File: config.mk
export PLATFORM = sky130hd
export DESIGN_NAME = neighbor_link_stats_table
export DESIGN_NICKNAME = d
export VERILOG_FILES = /design/src/sv/nlst_pkg.sv /design/src/sv/nlst_div.sv /design/src/sv/neighbor_link_stats_table.sv
export SDC_FILE = /design/constraint.sdc
export NUM_CORES = 2
export LEC_CHECK = 0
export BUFFER_PORTS_ARGS = -buffer_cell sky130_fd_sc_hd__buf_2
export CAP_MARGIN = 20
export CORE_MARGIN = 2
export CORE_UTILIZATION = 55
export DETAILED_ROUTE_END_ITERATION = 8
export GPL_TIMING_DRIVEN = 0
export MAX_ROUTING_LAYER = met4
export PLACE_DENSITY_LB_ADDON = 0.3
export SETUP_SLACK_MARGIN = 0.15
export SLEW_MARGIN = 30
export SYNTH_ARGS = -nofsm -noshare
export SYNTH_HDL_FRONTEND = slang
export SYNTH_HIERARCHICAL = 1
export SYNTH_SLANG_ARGS = --single-unit
File: constraint.sdc
create_clock -name clk -period 14.07 [get_ports clk]
set_clock_uncertainty 0.15 [all_clocks]
set_input_delay 1.407 -clock clk [delete_from_list [all_inputs] [get_ports clk]]
set_output_delay 1.407 -clock clk [all_outputs]
set_load 0.01 [all_outputs]
File: src/sv/nlst_pkg.sv
// Shared types and constants for the neighbour link statistics table.
// No dependencies.
`default_nettype none
package nlst_pkg;
	localparam int ENTRIES = 32;
	localparam int IDX_W = $clog2(ENTRIES);
	localparam int CNT_W = $clog2(ENTRIES + 1);

	typedef enum logic [2:0] {
		ST_UPDATED = 3'd0,
		ST_ADDED   = 3'd1,
		ST_LOW_RSSI = 3'd2,
		ST_FULL    = 3'd3,
		ST_NOT_FOUND = 3'd4,
		ST_BCAST   = 3'd5
	} status_t;

	typedef enum logic [2:0] {
		REG_BAD_MAX_RSSI = 3'd0,
		REG_GOOD_MIN_RSSI = 3'd1,
		REG_STAB_THR = 3'd2,
		REG_MHRI = 3'd3,
		REG_DLC = 3'd4,
		REG_MIN_TX = 3'd5,
		REG_DEF_JP = 3'd6
	} reg_idx_t;

	// Divider handshake
	typedef struct packed {
		logic start;
		logic [39:0] dividend;
		logic [7:0] divisor;
	} div_req_t;
endpackage
`default_nettype wire

File: src/sv/nlst_div.sv
// Restoring radix-2 divider for the link cost quotient, one bit a cycle.
// Depends on nlst_pkg.
`default_nettype none
module nlst_div (
	input  wire logic clk,
	input  wire logic arst_n,
	input  wire nlst_pkg::div_req_t req,
	output logic done,
	output logic [39:0] quotient
);
	import nlst_pkg::*;

	logic [39:0] quo_q;
	logic [7:0] rem_q;
	logic [7:0] dvs_q;
	logic [5:0] cnt_q;
	logic busy_q;
	logic [9:0] trial;
	logic [8:0] shifted;

	// The remainder stays below the divisor, so eight bits hold it; the
	// shifted partial remainder needs nine and the trial a sign bit on top
	assign shifted = {rem_q, quo_q[39]};
	assign trial = {1'b0, shifted} - {2'b0, dvs_q};

	// Shift one dividend bit per cycle into the remainder
	always_ff @(posedge clk or negedge arst_n) begin
		if (!arst_n) begin
			busy_q <= 1'b0;
			cnt_q <= '0;
			done <= 1'b0;
		end else begin
			done <= 1'b0;
			if (req.start) begin
				busy_q <= 1'b1;
				cnt_q <= 6'd40;
				quo_q <= req.dividend;
				rem_q <= '0;
				dvs_q <= req.divisor;
			end else if (busy_q) begin
				if (!trial[9]) begin
					rem_q <= trial[7:0];
					quo_q <= {quo_q[38:0], 1'b1};
				end else begin
					rem_q <= shifted[7:0];
					quo_q <= {quo_q[38:0], 1'b0};
				end
				cnt_q <= cnt_q - 6'd1;
				if (cnt_q == 6'd1) begin
					busy_q <= 1'b0;
					done <= 1'b1;
				end
			end
		end
	end
	assign quotient = quo_q;
endmodule
`default_nettype wire

File: src/sv/neighbor_link_stats_table.sv
// Neighbour link statistics table, top level.
// Depends on nlst_pkg and nlst_div.
//
// Usage: raise start with one event (cmd 0 receive, 1 transmit) while busy is
// low; the transaction is taken at that edge and busy rises. A sequencer walks
// the table one row a cycle to find the matching address and the lowest free
// row, applies the update, then forms the OF0 link cost with a shared 16x11
// multiplier and a one-bit-a-cycle divider when the row has acknowledgements.
// The result appears for one cycle with done high; the receiver cannot hold
// it off. An event that touches no row goes from the row search straight to
// the result; a touched row passes the update and the two multiplier steps,
// and with acks also the divider, before done rises. Busy is already low in
// the done cycle, so the next event may be taken at the edge that ends it.
// Configuration writes on cfg_valid/cfg_ready are taken whenever the table is
// idle; cfg_ready is high whenever busy is low.
// Reset invalidates all rows and loads the register defaults; no clearing pass.
`default_nettype none
module neighbor_link_stats_table (
	input  wire logic clk,
	input  wire logic arst_n,
	input  wire logic start,
	output logic busy,
	input  wire logic cmd,
	input  wire logic [63:0] addr,
	input  wire logic signed [7:0] rssi,
	input  wire logic [39:0] timestamp,
	input  wire logic join_prio_present,
	input  wire logic [7:0] join_prio,
	input  wire logic insecure,
	input  wire logic [7:0] tx_attempts,
	input  wire logic acked,
	input  wire logic is_broadcast,
	input  wire logic cfg_valid,
	output logic cfg_ready,
	input  wire logic [2:0] cfg_index,
	input  wire logic [10:0] cfg_data,
	output logic done,
	output logic [2:0] status,
	output logic [4:0] entry_index,
	output logic entry_stable,
	output logic [15:0] link_cost,
	output logic entry_blacklisted,
	output logic [7:0] tx_count_out,
	output logic [7:0] ack_count_out
);
	import nlst_pkg::*;

	typedef enum logic [3:0] {
		S_IDLE, S_SCAN, S_DECIDE, S_COST, S_MUL1, S_MUL2, S_DIV, S_DIVWAIT, S_FINISH
	} state_t;

	// Configuration registers
	logic signed [7:0] bad_max_q, good_min_q;
	logic [7:0] stab_thr_q, min_tx_q, def_jp_q;
	logic [10:0] mhri_q;
	logic [5:0] dlc_q;

	// Row state
	logic [ENTRIES-1:0] valid_q, stable_q, insec_q, black_q;
	logic [63:0] addr_q [ENTRIES];
	logic [7:0] stab_cnt_q [ENTRIES];
	logic [7:0] last_rssi_q [ENTRIES];
	logic [7:0] rx_q [ENTRIES];
	logic [7:0] tx_q [ENTRIES];
	logic [7:0] ack_q [ENTRIES];
	logic [7:0] wrap_q [ENTRIES];
	logic [39:0] heard_q [ENTRIES];
	logic [7:0] jp_q [ENTRIES];

	// Latched event
	logic cmd_q, jpp_q, insecure_q, acked_q, bcast_q;
	logic [63:0] ev_addr_q;
	logic signed [7:0] rssi_q;
	logic [39:0] ts_q;
	logic [7:0] jp_in_q, att_q;

	state_t state_q;
	logic [CNT_W-1:0] scan_q;
	logic hit_q, free_q;
	logic [IDX_W-1:0] hit_idx_q, free_idx_q, row_q;
	logic row_ok_q;
	status_t st_q;
	logic [7:0] tx_r_q, ack_r_q;
	logic [31:0] prod_q;
	logic signed [31:0] dflt_q;
	logic [39:0] sub_q;
	div_req_t dreq;
	logic ddone;
	logic [39:0] dquo;

	logic [IDX_W-1:0] scan_idx;
	assign scan_idx = scan_q[IDX_W-1:0];

	// Shared multiplier
	logic [15:0] mul_a;
	logic [31:0] mul_p;
	assign mul_p = {16'd0, mul_a} * {21'd0, mhri_q};

	nlst_div u_div (.clk(clk), .arst_n(arst_n), .req(dreq), .done(ddone), .quotient(dquo));

	assign busy = (state_q != S_IDLE);
	assign cfg_ready = !busy;

	logic [8:0] txsum;
	logic [7:0] tx_cur, ack_cur, cnt_inc;
	logic [15:0] tx3;
	logic [40:0] ddiff;
	logic [15:0] div_cost;
	logic flip_cond;
	assign tx_cur = tx_q[row_q];
	assign ack_cur = ack_q[row_q];
	assign txsum = {1'b0, tx_cur} + {1'b0, att_q};
	assign cnt_inc = stab_cnt_q[row_q] + 8'd1;
	assign flip_cond = stable_q[row_q] ? (rssi_q < good_min_q) : (rssi_q > bad_max_q);
	assign tx3 = {8'd0, tx_r_q} * 16'd3;
	assign ddiff = {1'b0, dquo} - {1'b0, sub_q};

	// Clamp the quotient minus the offset to the 16-bit cost range
	assign div_cost = ddiff[40] ? 16'd0 :
		(ddiff[39:26] != '0) ? 16'hFFFF : ddiff[25:10];

	// Multiplier operand: default cost factor, then the row's factor
	always_comb begin
		case (state_q)
			S_MUL1: mul_a = {10'd0, dlc_q} * 16'd3 - 16'd2;
			S_MUL2: mul_a = (ack_r_q == 8'd0) ? tx3 - 16'd2 : tx3;
			default: mul_a = 16'd0;
		endcase
	end

	always_ff @(posedge clk or negedge arst_n) begin
		if (!arst_n) begin
			state_q <= S_IDLE;
			bad_max_q <= -8'sd70;
			good_min_q <= -8'sd90;
			stab_thr_q <= 8'd3;
			mhri_q <= 11'd256;
			dlc_q <= 6'd15;
			min_tx_q <= 8'd16;
			def_jp_q <= 8'd255;
			valid_q <= '0;
			black_q <= '0;
			done <= 1'b0;
			dreq.start <= 1'b0;
		end else begin
			done <= 1'b0;
			dreq.start <= 1'b0;
			// Take configuration transactions
			if (cfg_valid && cfg_ready) begin
				case (cfg_index)
					REG_BAD_MAX_RSSI: bad_max_q <= cfg_data[7:0];
					REG_GOOD_MIN_RSSI: good_min_q <= cfg_data[7:0];
					REG_STAB_THR: stab_thr_q <= cfg_data[7:0];
					REG_MHRI: mhri_q <= cfg_data;
					REG_DLC: dlc_q <= cfg_data[5:0];
					REG_MIN_TX: min_tx_q <= cfg_data[7:0];
					REG_DEF_JP: def_jp_q <= cfg_data[7:0];
					default: ;
				endcase
			end
			case (state_q)
				S_IDLE: begin
					if (start) begin
						cmd_q <= cmd; ev_addr_q <= addr; rssi_q <= rssi;
						ts_q <= timestamp; jpp_q <= join_prio_present;
						jp_in_q <= join_prio; insecure_q <= insecure;
						att_q <= tx_attempts; acked_q <= acked;
						bcast_q <= is_broadcast;
						scan_q <= '0; hit_q <= 1'b0; free_q <= 1'b0;
						state_q <= S_SCAN;
					end
				end
				// Walk rows one a cycle
				S_SCAN: begin
					if (valid_q[scan_idx] && addr_q[scan_idx] == ev_addr_q && !hit_q) begin
						hit_q <= 1'b1; hit_idx_q <= scan_idx;
					end
					if (!valid_q[scan_idx] && !free_q) begin
						free_q <= 1'b1; free_idx_q <= scan_idx;
					end
					if (scan_q == CNT_W'(ENTRIES - 1)) state_q <= S_DECIDE;
					scan_q <= scan_q + CNT_W'(1);
				end
				S_DECIDE: begin
					row_ok_q <= 1'b0;
					state_q <= S_FINISH;
					if (!cmd_q) begin
						if (hit_q) begin
							row_q <= hit_idx_q; row_ok_q <= 1'b1;
							st_q <= ST_UPDATED; state_q <= S_COST;
						end else if (!free_q) st_q <= ST_FULL;
						else if (rssi_q < good_min_q) st_q <= ST_LOW_RSSI;
						else begin
							row_q <= free_idx_q; row_ok_q <= 1'b1;
							st_q <= ST_ADDED; state_q <= S_COST;
							valid_q[free_idx_q] <= 1'b1;
						end
					end else if (bcast_q) st_q <= ST_BCAST;
					else if (!hit_q) st_q <= ST_NOT_FOUND;
					else begin
						row_q <= hit_idx_q; row_ok_q <= 1'b1;
						st_q <= ST_UPDATED; state_q <= S_COST;
					end
				end
				default: ;
			endcase

			// Apply the row update in the first cost cycle, then compute cost
			if (state_q == S_COST) begin
				if (st_q == ST_ADDED) begin
					addr_q[row_q] <= ev_addr_q; insec_q[row_q] <= insecure_q;
					stable_q[row_q] <= 1'b1; stab_cnt_q[row_q] <= 8'd0;
					last_rssi_q[row_q] <= rssi_q; rx_q[row_q] <= 8'd1;
					tx_q[row_q] <= 8'd0; ack_q[row_q] <= 8'd0; wrap_q[row_q] <= 8'd0;
					black_q[row_q] <= 1'b0; heard_q[row_q] <= ts_q;
					jp_q[row_q] <= jpp_q ? jp_in_q : def_jp_q;
					tx_r_q <= 8'd0; ack_r_q <= 8'd0;
				end else if (!cmd_q) begin
					insec_q[row_q] <= insecure_q; rx_q[row_q] <= rx_q[row_q] + 8'd1;
					last_rssi_q[row_q] <= rssi_q; heard_q[row_q] <= ts_q;
					if (jpp_q) jp_q[row_q] <= jp_in_q;
					if (flip_cond) begin
						if (cnt_inc >= stab_thr_q) begin
							stab_cnt_q[row_q] <= 8'd0;
							stable_q[row_q] <= !stable_q[row_q];
						end else stab_cnt_q[row_q] <= cnt_inc;
					end else stab_cnt_q[row_q] <= 8'd0;
					tx_r_q <= tx_cur; ack_r_q <= ack_cur;
				end else begin
					if (txsum[8]) begin
						wrap_q[row_q] <= wrap_q[row_q] + 8'd1;
						tx_r_q <= (tx_cur >> 1) + att_q;
						ack_r_q <= (ack_cur >> 1) + {7'd0, acked_q};
					end else begin
						tx_r_q <= txsum[7:0];
						ack_r_q <= ack_cur + {7'd0, acked_q};
					end
					if (acked_q) heard_q[row_q] <= ts_q;
				end
				state_q <= S_MUL1;
			end else if (state_q == S_MUL1) begin
				// Store counters, form default cost on the shared multiplier
				tx_q[row_q] <= tx_r_q; ack_q[row_q] <= ack_r_q;
				dflt_q <= (dlc_q == 6'd0) ? -$signed({20'd0, mhri_q, 1'b0}) :
					$signed(mul_p);
				state_q <= S_MUL2;
			end else if (state_q == S_MUL2) begin
				// Form the no-ack cost or the product for the division
				state_q <= S_DIV;
				if (ack_r_q != 8'd0) prod_q <= mul_p;
				else if (tx_r_q <= {2'd0, dlc_q}) prod_q <= dflt_q[31] ? 32'd0 : dflt_q;
				else if (tx_r_q >= min_tx_q) prod_q <= 32'hFFFF;
				else prod_q <= mul_p;
			end else if (state_q == S_DIV) begin
				if (ack_r_q == 8'd0) begin
					state_q <= S_FINISH;
					link_cost <= (prod_q > 32'hFFFF) ? 16'hFFFF : prod_q[15:0];
				end else begin
					dreq.start <= 1'b1;
					dreq.dividend <= {prod_q[29:0], 10'd0};
					dreq.divisor <= ack_r_q;
					sub_q <= {18'd0, mhri_q, 11'd0};
					state_q <= S_DIVWAIT;
				end
			end else if (state_q == S_DIVWAIT) begin
				if (ddone) begin
					state_q <= S_FINISH;
					link_cost <= div_cost;
					if ($signed({1'b0, div_cost}) > dflt_q && tx_r_q > min_tx_q)
						black_q[row_q] <= 1'b1;
				end
			end else if (state_q == S_FINISH) begin
				// Present the result for one cycle
				done <= 1'b1;
				status <= st_q;
				state_q <= S_IDLE;
				if (row_ok_q) begin
					entry_index <= 5'(row_q);
					entry_stable <= stable_q[row_q];
					entry_blacklisted <= black_q[row_q];
					tx_count_out <= tx_r_q;
					ack_count_out <= ack_r_q;
				end else begin
					entry_index <= '0; entry_stable <= 1'b0; entry_blacklisted <= 1'b0;
					tx_count_out <= '0; ack_count_out <= '0; link_cost <= '0;
				end
			end
		end
	end

	logic unused;
	assign unused = ^{wrap_q[0], last_rssi_q[0], heard_q[0], jp_q[0], insec_q};
endmodule
`default_nettype wire

==> run metrics <==
residual antenna-violating net count after detailed routing=0; Syn Std Cell Area=139500 µm²; Tmin final=10.04 ns; Residual DRC=0; area share of xor/xnor cells in the synthesized design=0.009545; synthesized area per cell=18.52 µm²; met1 layer wirelength in the final routing=151900 µm; top sig layer=met4; filler instances=16367; fraction of layout cells with a size suffix above 1=0.2543; sequential share of power=0.418; Worst setup SP type=register; wire length of the first global-routing pass=617100 µm; final hold vios=0; clock share of power=0.323; clock tree sinks=3321; power consumption=27.53 mW; worst slew slack as a fraction of its limit=0.2191; worst hold path class=input port to async pin; number of buffer cells added on primary ports=145; sequential cell area fraction in the yosys report=0.7099; Compound-Gate Fraction of Synth Area=0.04001; final worst-path setup slack=between 4 and 5 ns; dominant combinational cell family by area after synthesis=multiplexers; prevailing post-synth register cell=sky130_fd_sc_hd__edfxtp_1; combinational share of power=0.259; switching power summed over all nets=8.561 mW; overall die width=507.6 µm; number of standard cells in the layout, taps in and fillers out=between 10000 and 15000; RSZ-0062 raised after global routing=no; first-iteration detailed-routing DRC count=roughly 13000; number of different library cells in the post-synthesis netlist=87; Fmax achieved=99.56 MHz; number of flip-flops and latches in the synthesized netlist=roughly 3300; cell mode on critical path=sky130_fd_sc_hd__fa_1; library cell contributing the largest single delay on the critical path=sky130_fd_sc_hd__edfxtp_1; critical path arrival=around 11 ns; worst stage delay on the critical path=0.80 ns; total instance count after detailed placement=11328; static power due to leakage=56.61 nW; commonest cells in the netlist=sky130_fd_sc_hd__edfxtp_1 (3184), sky130_fd_sc_hd__mux4_2 (729), sky130_fd_sc_hd__nor2_1 (395); TritonCTS clock tree=done; Layout Area Growth over Synthesis=17.20%; cell type with the highest aggregate area in the netlist=sky130_fd_sc_hd__edfxtp_1; Vias per Instance=6.888; initial cell density of the core=0.5538; sum of buffers and inverters on the critical path=6; adder-cell share of the synthesized area=0.03447; largest net degree at the start of global routing=85; Routed WL per cell=37.12 µm; count of pins on the block boundary=between 150 and 200; worst-case setup slack after placement=4.061 ns; CTS H-tree lvls=5; Max VDD drop=roughly 0.16 mV; Gate Count Post-Synth=~7500; Tightest Pin Transition=1.171 ns; switching part of the total=0.3109; CTS resizes=0; overall die area=257600 µm²; post-detailed-placement cell area=152100 µm²; routed vias=82733; internal power=18.97 mW; run status=finished clean; Worst Setup Path Type=register to register; areal power density over the cells=168.4 nW/µm²; top cell family by delay on the critical path=adder cells; number of clock buffers inserted by TritonCTS=between 300 and 400; half-perimeter wire length of the detailed placement result=~300000 µm; post-route fraction of the period consumed by the critical path=0.7139; max_cap viols=0; fin area=163500 µm²; initial antenna violation count=37; clock slew seen by the registers of the worst setup and hold paths=0.06 ns; number of flops mapped to enable cells by yosys=3184; Longest Clk Path Bufs=4; wire length on met3=61210 µm; share of synthesized area spent on multiplexers=0.1444; max-slew violations=0; number of warnings printed during yosys synthesis=6; Crit. End Element=register; final setup violation count=0; number of nets at the end of the flow=around 8800; global placer's final weighted congestion=about 0.98; post-synthesis async set-or-reset flop share=0.03824; clk_lat worst skew=approximately 1.0 ns; Remaining Overflow, GRT=0; iteration count of the initial detailed-routing pass=7; cell types occupying the most area after synthesis=sky130_fd_sc_hd__edfxtp_1 (69%), sky130_fd_sc_hd__mux4_2 (12%), sky130_fd_sc_hd__dfrtp_1 (2.0%); Worst Path Max Fanout=10; CTS Root Buffer Type=sky130_fd_sc_hd__clkbuf_16; length of routed met2 wiring=202400 µm; share of Yosys cell area claimed by the top area cell type=0.6855; total global-route track usage=0.3564; via count of the first global-routing pass=80705; number of buffers inserted by post-CTS setup repair=0; required time at the endpoint of the critical path=14.66 ns; dominant cell by count in the synthesized netlist=sky130_fd_sc_hd__edfxtp_1; die height=between 500 and 600 µm; Simple-Gate Fraction of Synth Area=0.03949; hold buffers post-CTS=0; Placeable Area=251900 µm²; drt total wl=445900 µm; standard-cell row count=184
## sequential cells by signal (all words and copies together), names as in the netlist, 11 cells and up, named ones only
name / flops
valid_q: 32
mhri_q: 11
addr_q: 2048
dflt_q: 32
link_cost: 16
stable_q: 32
stab_cnt_q: 256
tx_q: 256
dreq: 39
ev_addr_q: 64
u_div/quotient: 40
prod_q: 31
sub_q: 11
ack_q: 256
## layout by cell type (no fill, tap or decap), drive strengths merged, types with 188 or more instances in the layout
| master | Yosys | final |
|---|---|---|
| edfxtp | 3184 | 3184 |
| mux4 | 739 | 739 |
| buf | 208 | 682 |
| clkbuf | 167 | 595 |
| nor2 | 395 | 395 |
| inv | 316 | 334 |
| nand2 | 286 | 286 |
| mux2i | 204 | 204 |
| ha | 189 | 189 |
| a21oi | 188 | 188 |
## worst register-to-register path: cells and delay by family, from the launching register on
kind	cells	cell delay [ns]
fa+ha+maj	8	3.71
compound gates	10	2.70
flops	1	0.80
buf+inv	6	0.87
simple gates	5	1.18
xor+xnor	2	0.40
## power by group through the flow
stage               clock (mW)  combinational [mW]  sequential (mW)
detailed placement           0                6.82             11.7
floorplan                    0                4.40             11.6
CTS                       8.90                6.90             11.5
global placement             0                6.59             11.7
finish                    8.90                7.12             11.5
global route              9.25                7.55             11.5
## layer usage
layer  global-route usage  vias up
met5                    -        -
met4               0.1893        0
met3               0.1016     1700
met2               0.5257     6862
met1               0.4516    42405
li1                     -    31766
## kinds of logic (layout without fill, tap and decap cells)
group / after synthesis / in the layout
AO/OA/AOI/OAI: 834 / 834
XOR/XNOR: 152 / 152
adder cells (fa/ha/maj): 311 / 311
buffers and inverters: 692 / 1776
flip-flops: 3321 / 3321
multiplexers: 1068 / 1068
other: 1 / 47
AND/OR/NAND/NOR: 1154 / 1154
## through the flow
stage	TNS (ns)	utilization	hold slack, ns
global placement	-1434.56	0.5734	0.2508
detailed placement	0	0.6039	0.2545
global route	0	0.6489	0.1975
floorplan	0	-	0.2503
finish	0	0.6490	0.1488
CTS	0	0.6466	0.1566
## final cells by class
| class | count | area [µm²] | area share |
|---|---|---|---|
| Antenna cell | 37 | 92.59 | 0.0005664 |
| Buffer | 375 | 1961 | 0.01199 |
| Clock buffer | 427 | 9163 | 0.05605 |
| Clock inverter | 182 | 1575 | 0.009637 |
| Inverter | 317 | 1197 | 0.007325 |
| Multi-Input combinational cell | 3529 | 38080 | 0.2330 |
| Sequential cell | 3321 | 99010 | 0.6057 |
| Tap cell | 3348 | 4189 | 0.02563 |
| Timing Repair Buffer | 475 | 8198 | 0.05015 |
## worst paths after layout
path	to	slack, ns	depth (start not counted)	from
max in group asynchronous	state_q[0]	12.76	2	arst_n
max	dflt_q[25]	4.03	31	tx_r_q[1]
min in group clk	u_div/dvs_q[0]	0.27	0	dreq[0]
min reg2reg	u_div/dvs_q[0]	0.27	0	dreq[0]
max reg2reg	dflt_q[25]	4.03	31	tx_r_q[1]
min	mhri_q[1]	0.15	1	arst_n
Power figures use the tool's default switching activity.
